`src/sv/aoc_pkg.sv`:
```
// Package with the shared types and constants of the ARGB source-over compositor.
package aoc_pkg;

	// Full-scale value of one 8-bit channel.
	localparam int CH_MAX = 255;

	// Number of color channels and of divider lanes (alpha plus three colors).
	localparam int NCH   = 3;
	localparam int LANES = 4;

	// Lane numbers inside the divider.
	localparam int LANE_A = 0;
	localparam int LANE_R = 1;
	localparam int LANE_G = 2;
	localparam int LANE_B = 3;

	// Operand widths: the dividend reaches 511 * 65025, the divisor 2 * 65025.
	localparam int CH_W  = 8;
	localparam int PRD_W = 16;
	localparam int NUM_W = 25;
	localparam int DVS_W = 17;
	localparam int Q_W   = 8;

	// The divider resolves two quotient bits per stage.
	localparam int BITS_PER_STG = 2;
	localparam int DIV_STG      = Q_W / BITS_PER_STG;

	// Two operand stages, then the divider stages.
	localparam int LATENCY = 2 + DIV_STG;

	// Value of the mode input that selects blending over an opaque pixel.
	localparam logic MODE_OPAQUE = 1'b1;

	// How a pixel pair is resolved.
	typedef enum logic [1:0] {
		SEL_BLEND,
		SEL_OPAQUE,
		SEL_SRC,
		SEL_DST
	} sel_t;

	// One divider operand pair: the quotient is floor(num / dvs).
	typedef struct packed {
		logic [NUM_W-1:0] num;
		logic [DVS_W-1:0] dvs;
	} lane_t;

endpackage

```
`src/sv/aoc_prep.sv`:
```
// Two-stage operand preparation: products, blend denominator and divider operands.
module aoc_prep (
	input  logic                          clk,
	input  logic                          arst_n,
	input  logic                          in_vld,
	input  logic                          mode,
	input  logic [aoc_pkg::CH_W-1:0]      src_a,
	input  logic [aoc_pkg::CH_W-1:0]      src_r,
	input  logic [aoc_pkg::CH_W-1:0]      src_g,
	input  logic [aoc_pkg::CH_W-1:0]      src_b,
	input  logic [aoc_pkg::CH_W-1:0]      dst_a,
	input  logic [aoc_pkg::CH_W-1:0]      dst_r,
	input  logic [aoc_pkg::CH_W-1:0]      dst_g,
	input  logic [aoc_pkg::CH_W-1:0]      dst_b,
	output logic                          vld_s2,
	output aoc_pkg::lane_t                op_s2 [aoc_pkg::LANES]
);

	localparam logic [aoc_pkg::CH_W-1:0] CMAX = aoc_pkg::CH_W'(aoc_pkg::CH_MAX);

	logic [aoc_pkg::CH_W-1:0] sc [aoc_pkg::NCH];
	logic [aoc_pkg::CH_W-1:0] dc [aoc_pkg::NCH];
	logic [aoc_pkg::CH_W-1:0] inv_sa;
	aoc_pkg::sel_t            sel_d;

	logic                      vld_s1;
	aoc_pkg::sel_t             sel_s1;
	logic [aoc_pkg::CH_W-1:0]  sa_s1;
	logic [aoc_pkg::CH_W-1:0]  da_s1;
	logic [aoc_pkg::CH_W-1:0]  sc_s1   [aoc_pkg::NCH];
	logic [aoc_pkg::CH_W-1:0]  dc_s1   [aoc_pkg::NCH];
	logic [aoc_pkg::PRD_W-1:0] psrc_s1 [aoc_pkg::NCH];
	logic [aoc_pkg::PRD_W-1:0] pdst_s1 [aoc_pkg::NCH];
	logic [aoc_pkg::PRD_W-1:0] pda_s1;
	logic [aoc_pkg::PRD_W-1:0] den_s1;

	aoc_pkg::lane_t op_d [aoc_pkg::LANES];

	assign sc[0]  = src_r;
	assign sc[1]  = src_g;
	assign sc[2]  = src_b;
	assign dc[0]  = dst_r;
	assign dc[1]  = dst_g;
	assign dc[2]  = dst_b;
	assign inv_sa = CMAX - src_a;

	// Opaque mode selects the opaque blend; otherwise opaque or transparent operands short-cut the blend; order decides.
	always_comb begin
		priority if (mode == aoc_pkg::MODE_OPAQUE) begin
			sel_d = aoc_pkg::SEL_OPAQUE;
		end else if (src_a == CMAX) begin
			sel_d = aoc_pkg::SEL_SRC;
		end else if (src_a == '0) begin
			sel_d = aoc_pkg::SEL_DST;
		end else if (dst_a == '0) begin
			sel_d = aoc_pkg::SEL_SRC;
		end else begin
			sel_d = aoc_pkg::SEL_BLEND;
		end
	end

	always_ff @(posedge clk or negedge arst_n) begin
		if (!arst_n) begin
			vld_s1 <= 1'b0;
		end else begin
			vld_s1 <= in_vld;
		end
	end

	always_ff @(posedge clk) begin
		sel_s1 <= sel_d;
		sa_s1  <= src_a;
		da_s1  <= dst_a;
		pda_s1 <= aoc_pkg::PRD_W'(inv_sa * dst_a);
		// The denominator 255*sa + (255-sa)*da never exceeds 65025.
		den_s1 <= aoc_pkg::PRD_W'(CMAX * src_a) + aoc_pkg::PRD_W'(inv_sa * dst_a);
		for (int c = 0; c < aoc_pkg::NCH; c++) begin
			sc_s1[c]   <= sc[c];
			dc_s1[c]   <= dc[c];
			psrc_s1[c] <= aoc_pkg::PRD_W'(src_a * sc[c]);
			pdst_s1[c] <= aoc_pkg::PRD_W'(inv_sa * dc[c]);
		end
	end

	// Dividend and divisor for every lane.
	always_comb begin
		logic [aoc_pkg::NUM_W-1:0] num;
		num = '0;
		for (int l = 0; l < aoc_pkg::LANES; l++) begin
			op_d[l] = '0;
		end
		unique case (sel_s1)
			aoc_pkg::SEL_BLEND: begin
				op_d[aoc_pkg::LANE_A].num = (aoc_pkg::NUM_W'(den_s1) << 1)
					+ aoc_pkg::NUM_W'(aoc_pkg::CH_MAX);
				op_d[aoc_pkg::LANE_A].dvs = aoc_pkg::DVS_W'(2 * aoc_pkg::CH_MAX);
				for (int c = 0; c < aoc_pkg::NCH; c++) begin
					num = (aoc_pkg::NUM_W'(psrc_s1[c]) << aoc_pkg::CH_W)
						- aoc_pkg::NUM_W'(psrc_s1[c])
						+ aoc_pkg::NUM_W'(pda_s1 * dc_s1[c]);
					op_d[c + 1].num = (num << 1) + aoc_pkg::NUM_W'(den_s1);
					op_d[c + 1].dvs = {den_s1, 1'b0};
				end
			end
			aoc_pkg::SEL_OPAQUE: begin
				op_d[aoc_pkg::LANE_A].num = aoc_pkg::NUM_W'(aoc_pkg::CH_MAX);
				op_d[aoc_pkg::LANE_A].dvs = aoc_pkg::DVS_W'(1);
				for (int c = 0; c < aoc_pkg::NCH; c++) begin
					op_d[c + 1].num = aoc_pkg::NUM_W'(psrc_s1[c])
						+ aoc_pkg::NUM_W'(pdst_s1[c]);
					op_d[c + 1].dvs = aoc_pkg::DVS_W'(aoc_pkg::CH_MAX);
				end
			end
			aoc_pkg::SEL_SRC: begin
				op_d[aoc_pkg::LANE_A].num = aoc_pkg::NUM_W'(sa_s1);
				op_d[aoc_pkg::LANE_A].dvs = aoc_pkg::DVS_W'(1);
				for (int c = 0; c < aoc_pkg::NCH; c++) begin
					op_d[c + 1].num = aoc_pkg::NUM_W'(sc_s1[c]);
					op_d[c + 1].dvs = aoc_pkg::DVS_W'(1);
				end
			end
			aoc_pkg::SEL_DST: begin
				op_d[aoc_pkg::LANE_A].num = aoc_pkg::NUM_W'(da_s1);
				op_d[aoc_pkg::LANE_A].dvs = aoc_pkg::DVS_W'(1);
				for (int c = 0; c < aoc_pkg::NCH; c++) begin
					op_d[c + 1].num = aoc_pkg::NUM_W'(dc_s1[c]);
					op_d[c + 1].dvs = aoc_pkg::DVS_W'(1);
				end
			end
			default: begin
				for (int l = 0; l < aoc_pkg::LANES; l++) begin
					op_d[l] = '0;
				end
			end
		endcase
	end

	always_ff @(posedge clk or negedge arst_n) begin
		if (!arst_n) begin
			vld_s2 <= 1'b0;
		end else begin
			vld_s2 <= vld_s1;
		end
	end

	always_ff @(posedge clk) begin
		for (int l = 0; l < aoc_pkg::LANES; l++) begin
			op_s2[l] <= op_d[l];
		end
	end

endmodule

```
`src/sv/aoc_div.sv`:
```
// Pipelined restoring divider, four lanes, two quotient bits per stage.
module aoc_div (
	input  logic                     clk,
	input  logic                     arst_n,
	input  logic                     in_vld,
	input  aoc_pkg::lane_t           in_op  [aoc_pkg::LANES],
	output logic                     out_vld,
	output logic [aoc_pkg::Q_W-1:0]  out_quo [aoc_pkg::LANES]
);

	// Stage registers; the num field holds the running remainder.
	logic [aoc_pkg::DIV_STG-1:0] vld_s;
	aoc_pkg::lane_t              op_s  [aoc_pkg::DIV_STG][aoc_pkg::LANES];
	logic [aoc_pkg::Q_W-1:0]     quo_s [aoc_pkg::DIV_STG][aoc_pkg::LANES];

	for (genvar g = 0; g < aoc_pkg::DIV_STG; g++) begin : g_stg
		logic                    vld_d;
		aoc_pkg::lane_t          op_d  [aoc_pkg::LANES];
		logic [aoc_pkg::Q_W-1:0] quo_d [aoc_pkg::LANES];
		aoc_pkg::lane_t          op_n  [aoc_pkg::LANES];
		logic [aoc_pkg::Q_W-1:0] quo_n [aoc_pkg::LANES];

		if (g == 0) begin : g_first
			assign vld_d = in_vld;
			for (genvar l = 0; l < aoc_pkg::LANES; l++) begin : g_lane
				assign op_d[l]  = in_op[l];
				assign quo_d[l] = '0;
			end
		end else begin : g_next
			assign vld_d = vld_s[g-1];
			for (genvar l = 0; l < aoc_pkg::LANES; l++) begin : g_lane
				assign op_d[l]  = op_s[g-1][l];
				assign quo_d[l] = quo_s[g-1][l];
			end
		end

		// The quotient is known to stay below 256, so the top bit is tried first.
		always_comb begin
			logic [aoc_pkg::NUM_W-1:0] rem;
			logic [aoc_pkg::NUM_W-1:0] sh;
			logic [aoc_pkg::Q_W-1:0]   q;
			for (int l = 0; l < aoc_pkg::LANES; l++) begin
				rem = op_d[l].num;
				q   = quo_d[l];
				for (int j = 0; j < aoc_pkg::BITS_PER_STG; j++) begin
					sh = aoc_pkg::NUM_W'(op_d[l].dvs)
						<< (aoc_pkg::Q_W - 1 - aoc_pkg::BITS_PER_STG * g - j);
					if (rem >= sh) begin
						rem = rem - sh;
						q[aoc_pkg::Q_W - 1 - aoc_pkg::BITS_PER_STG * g - j] = 1'b1;
					end
				end
				op_n[l].num = rem;
				op_n[l].dvs = op_d[l].dvs;
				quo_n[l]    = q;
			end
		end

		always_ff @(posedge clk or negedge arst_n) begin
			if (!arst_n) begin
				vld_s[g] <= 1'b0;
			end else begin
				vld_s[g] <= vld_d;
			end
		end

		always_ff @(posedge clk) begin
			for (int l = 0; l < aoc_pkg::LANES; l++) begin
				op_s[g][l]  <= op_n[l];
				quo_s[g][l] <= quo_n[l];
			end
		end
	end

	assign out_vld = vld_s[aoc_pkg::DIV_STG-1];
	for (genvar l = 0; l < aoc_pkg::LANES; l++) begin : g_out
		assign out_quo[l] = quo_s[aoc_pkg::DIV_STG-1][l];
	end

endmodule

```
`src/sv/argb_over_compositor_top.sv`:
```
// Top level of the ARGB source-over compositor: operand stages and the divider pipeline.
//
// The block composites one non-premultiplied ARGB8888 source pixel over one
// destination pixel per request. A request is taken at a rising clock edge at
// which start is high and busy is low. The mode input picks blending over a
// translucent ARGB destination or over an opaque pixel.
//
// The pipeline never stalls, so busy stays low and a new request may be given
// in every cycle: the sustained rate is one pixel per clock. Each result shows
// on out_a, out_r, out_g and out_b for exactly one cycle, with done high. The
// pipeline has two operand stages (products, then blend numerators and
// denominators) and four divider stages, each resolving two bits of the 8-bit
// quotient for all four channels at once. Simple cases (opaque or transparent
// operands) pass through the same divider with a divisor of one, so every
// result has the same latency and results come out in request order.
//
// Reset clears only the valid bits of the pipeline; no result appears until a
// request has been taken. The receiver cannot stall, so there is no back
// pressure: every result must be taken in the cycle it is shown.
module argb_over_compositor_top (
	input  logic       clk,
	input  logic       arst_n,
	input  logic       start,
	output logic       busy,
	input  logic       mode,
	input  logic [7:0] src_a,
	input  logic [7:0] src_r,
	input  logic [7:0] src_g,
	input  logic [7:0] src_b,
	input  logic [7:0] dst_a,
	input  logic [7:0] dst_r,
	input  logic [7:0] dst_g,
	input  logic [7:0] dst_b,
	output logic       done,
	output logic [7:0] out_a,
	output logic [7:0] out_r,
	output logic [7:0] out_g,
	output logic [7:0] out_b
);

	logic                    acc;
	logic                    vld_s2;
	aoc_pkg::lane_t          op_s2 [aoc_pkg::LANES];
	logic [aoc_pkg::Q_W-1:0] quo   [aoc_pkg::LANES];

	// Every stage moves forward in every cycle, so a request is never refused.
	assign busy = 1'b0;
	assign acc  = start && !busy;

	aoc_prep u_prep (
		.clk    (clk),
		.arst_n (arst_n),
		.in_vld (acc),
		.mode   (mode),
		.src_a  (src_a),
		.src_r  (src_r),
		.src_g  (src_g),
		.src_b  (src_b),
		.dst_a  (dst_a),
		.dst_r  (dst_r),
		.dst_g  (dst_g),
		.dst_b  (dst_b),
		.vld_s2 (vld_s2),
		.op_s2  (op_s2)
	);

	aoc_div u_div (
		.clk     (clk),
		.arst_n  (arst_n),
		.in_vld  (vld_s2),
		.in_op   (op_s2),
		.out_vld (done),
		.out_quo (quo)
	);

	// The divider's last stage registers drive the result ports directly.
	assign out_a = quo[aoc_pkg::LANE_A];
	assign out_r = quo[aoc_pkg::LANE_R];
	assign out_g = quo[aoc_pkg::LANE_G];
	assign out_b = quo[aoc_pkg::LANE_B];

	// Every request gives exactly one result.
	a_req_done: assert property (@(posedge clk) disable iff (!arst_n)
		acc |-> ##(aoc_pkg::LATENCY) done)
		else $error("request did not produce a result at the expected cycle");

	a_no_spurious: assert property (@(posedge clk) disable iff (!arst_n)
		!acc |-> ##(aoc_pkg::LATENCY) !done)
		else $error("result strobe without a matching request");

	// Blending over an opaque pixel always yields an opaque result.
	a_opaque_alpha: assert property (@(posedge clk) disable iff (!arst_n)
		(acc && mode == aoc_pkg::MODE_OPAQUE) |-> ##(aoc_pkg::LATENCY) (out_a == 8'hFF))
		else $error("opaque blend gave a translucent alpha");

	// An opaque source passes straight through in translucent mode.
	a_src_pass: assert property (@(posedge clk) disable iff (!arst_n)
		(acc && mode != aoc_pkg::MODE_OPAQUE && src_a == 8'hFF)
		|-> ##(aoc_pkg::LATENCY)
		(out_a == 8'hFF && out_r == $past(src_r, aoc_pkg::LATENCY)))
		else $error("opaque source was not passed through");

endmodule
```
`config.mk`:
```
export PLATFORM = sky130hd
export DESIGN_NAME = argb_over_compositor_top
export DESIGN_NICKNAME = d
export VERILOG_FILES = /design/src/sv/aoc_pkg.sv /design/src/sv/aoc_prep.sv /design/src/sv/aoc_div.sv /design/src/sv/argb_over_compositor_top.sv
export SDC_FILE = /design/constraint.sdc
export NUM_CORES = 2
export LEC_CHECK = 0
export ABC_AREA = 1
export BUFFER_PORTS_ARGS = -buffer_cell sky130_fd_sc_hd__buf_2
export CAP_MARGIN = 20
export CELL_PAD_IN_SITES_DETAIL_PLACEMENT = 0
export CELL_PAD_IN_SITES_GLOBAL_PLACEMENT = 1
export CORE_UTILIZATION = 52
export CTS_CLUSTER_SIZE = 14
export DETAILED_ROUTE_END_ITERATION = 10
export GPL_ROUTABILITY_DRIVEN = 0
export PLACE_DENSITY_LB_ADDON = 0.1
export SYNTH_ARGS = -nofsm -noshare
export SYNTH_HDL_FRONTEND = slang
export SYNTH_SLANG_ARGS = --single-unit
```
`constraint.sdc`:
```
create_clock -name clk -period 12.1 [get_ports clk]
set_input_delay 2.42 -clock clk [delete_from_list [all_inputs] [get_ports clk]]
set_output_delay 2.42 -clock clk [all_outputs]
set_load 0.01 [all_outputs]
```
==> results.tsv <==
stage	metric	value	unit
run_status	status	completed	
timing	finalSetupTns	0	ns
timing	finalHoldViolCount	0	
route	drt-initial-drc-count	5364	
route	wire_per_inst	18.0	microns
synthesis	yosysWarnings	0	
synthesis	netlist_top_cells_count	3,355 x nand2_1, 2,150 x inv_1, 1,037 x ha_1	
synthesis	netlist_instances	12600	
worst_setup_path	worstSetupStartpointType	input pin	
worst_setup_path	crit_path_top_delay_cell	inv_1	
clock_tree	post_cts_buffers	0	
global_route	grt_max_degree	59	
clock_tree	cts_htree_levels	3	
route	drc	0	
timing	slew_headroom	29.4	%
finish	area_growth	6.47	%
worst_setup_path	slowest_delay	0.67	ns
timing	worst_pin_slew	1.05	ns
synthesis	synth_edf_count	0	
worst_setup_path	worstSetupEndpointType	flop	
synthesis	netlist_area	87300	sq um
clock_tree	cts-root-buf	clkbuf_16	
worst_setup_path	cp.arrival	10.03	ns
finish	layout-drive-gt1-share	3.76	%
route	firstDrtPassIters	8	
clock_tree	hold_buffers	0	
placement	dp_hpwl	221000	microns
worst_setup_path	crit_fanout	24	
placement	port-buffer-count	100	
synthesis	yosys-top-cells-area	dfxtp_1 17%, fa_1 15%, ha_1 15%, nand2_1 14%, inv_1 9.2%	
synthesis	ys_seq_area_share	17.1	%
clock_tree	clock_latency	0.74	ns
timing	fin_skew	0.0404	ns
die	die_w	412	microns
min_path	hp-class	reg2reg	
timing	fmax	106	MHz
clock_tree	tritoncts	built	
die	dieArea	170000	sq um
global_route	grt_use_total	31.3	%
die	core	167000	sq um
timing	post-route-min-period	9.40	ns
synthesis	async_reset_ff_share	0.805	%
clock_tree	cts_sinks	745	
synthesis	synth_top_area_share	16.9	%
die	num_io_pins	102	
clock_tree	cts_resized	0	
timing	setup_viol	0	
synthesis	synth_ff_type	dfxtp_1	
route	vias_per_cell	5.38	
die	rows	150	
global_route	grt_pass1_vias	78100	
global_route	grt_antenna_before_repair	8	
route	wl	267000	microns
clock_tree	cts_made_buffers	93	
timing	drv_slew	0	
run	cap_violations	0	
worst_setup_path	crit_required	12.72	ns
timing	grt_setup_unrepaired	no	
global_route	grt_pass1_wl	421000	microns
clock_tree	clockBufferDepth	3	
finish	nNetsFinal	14300	
clock_tree	path_clk_slew	0.07	ns
synthesis	synth_seq_cells	745	
die	start_util	52.3	%
synthesis	ys_types	67	
synthesis	synth_area_leader_cell	dfxtp_1	
worst_setup_path	crit_family	adder cells	
timing	fin_crit_sh	77.7	%
worst_setup_path	cp_common_cell	inv_1	
synthesis	syn_avg_cell_area	6.95	sq um
route	vias	79600	
synthesis	synth.most_common_cell	nand2_1	
die	fp.dieH	412	microns
worst_setup_path	critical_path_class	in2reg	
route	ant_nets	0	
global_route	grt.overflow.total	0	
worst_setup_path	critPathBufInv	11	
finish	fillers	16400	
[worst register-to-register path, delay by kind of cell (launching register included)]
kind                     cells  cell delay (ns)
AO/OA/AOI/OAI                3             1.22
XOR/XNOR                     1             0.31
adder cells (fa/ha/maj)      7             2.91
buffers and inverters        4             0.21
flip-flops                   1             0.85
AND/OR/NAND/NOR             13             1.67
[routing by layer]
metal | GRT usage [%] | up-vias | part of all wire [%]
met1 | 38.9 | 36900 | 42
li1 | - | 39700 | -
met4 | 17.6 | 2 | 6.1
met3 | 3.50 | 574 | 5.7
met2 | 52.5 | 2402 | 46
met5 | 0 | - | 0.0060
[path summary, 6_finish.rpt]
check | start | endpoint | slack, ns | depth (start not counted)
worst max-delay path | src_a[4] | u_prep.den_s1[15]$_DFF_P_ | 2.70 | 33
worst min-delay path | u_div.quo_s[1][10]$_DFF_P_ | u_div.quo_s[1][42]$_DFF_P_ | 0.31 | 0
worst max register to register | u_prep.dc_s1[0][0]$_DFF_P_ | u_prep.op_s2[122]$_DFF_P_ | 4.81 | 28
worst min register to register | u_div.quo_s[1][10]$_DFF_P_ | u_div.quo_s[1][42]$_DFF_P_ | 0.31 | 0
max in group asynchronous | arst_n | u_div.g_stg[2].vld_d$_DFF_PN0_ | 10.46 | 1
min in group asynchronous | arst_n | u_prep.vld_s1$_DFF_PN0_ | 1.50 | 1
[placed cells by master (no fill, tap or decap), drive strengths merged, types with 114 or more instances in the layout]
master  instances
o21ai         630
nor2          993
nand2        3393
nand4         221
xor2          335
clkbuf        114
fa            664
buf           143
inv          2183
nand3         568
xnor2         220
ha           1037
dfxtp         739
a21oi         808
[flip-flops by register name, summed over array words and instances (netlist names)]
name	cells
u_prep.sa_s1	8
u_div.quo_s	80
u_prep.op_s2	111
u_div.out_vld	1
u_prep.vld_s2	1
u_div.g_stg.vld_d	3
u_prep.dc_s1	24
u_prep.sel_s1	2
u_prep.pda_s1	16
u_prep.sc_s1	24
u_prep.den_s1	16
u_div.op_s	354
u_prep.pdst_s1	48
u_prep.vld_s1	1
u_prep.psrc_s1	48
u_prep.da_s1	8
[metrics by stage]
step | setup WS, ns | hold WS, ns | instances | util, % | area, sq um
2_1_floorplan | 2.41 | 0.310 | 12600 | - | 87300
3_3_place_gp | 2.03 | 0.310 | 14600 | 53.7 | 89600
3_5_place_dp | 1.95 | 0.312 | 14600 | 53.7 | 89600
4_1_cts | 2.74 | 0.313 | 14800 | 55.7 | 93000
5_1_grt | 2.29 | 0.326 | 14800 | 55.7 | 93000
6_report | 2.70 | 0.311 | 14800 | 55.7 | 93000
[kinds of logic after synthesis]
group | share of synthesized area (%)
adder cells (fa/ha/maj) | 30.1
buffers and inverters | 10.8
other | 0.00429
AND/OR/NAND/NOR | 25.7
XOR/XNOR | 5.57
AO/OA/AOI/OAI | 10.7
flip-flops | 17.1
multiplexers | 0.0129
[area by class of cell]
| type | instances | area, sq um | area share, % |
|---|---|---|---|
| Antenna cell | 3 | 7.51 | 0.00807 |
| Inverter | 2174 | 8160 | 8.78 |
| Clock inverter | 58 | 786 | 0.845 |
| Clock buffer | 113 | 2520 | 2.71 |
| Sequential cell | 745 | 14900 | 16.1 |
| Multi-Input combinational cell | 9370 | 63000 | 67.7 |
| Tap cell | 2204 | 2760 | 2.97 |
| Timing Repair Buffer | 144 | 838 | 0.902 |
Power is left out: the tool's default activity adds up to more than one toggle a clock period on the data nets, which glitch-free logic cannot reach.
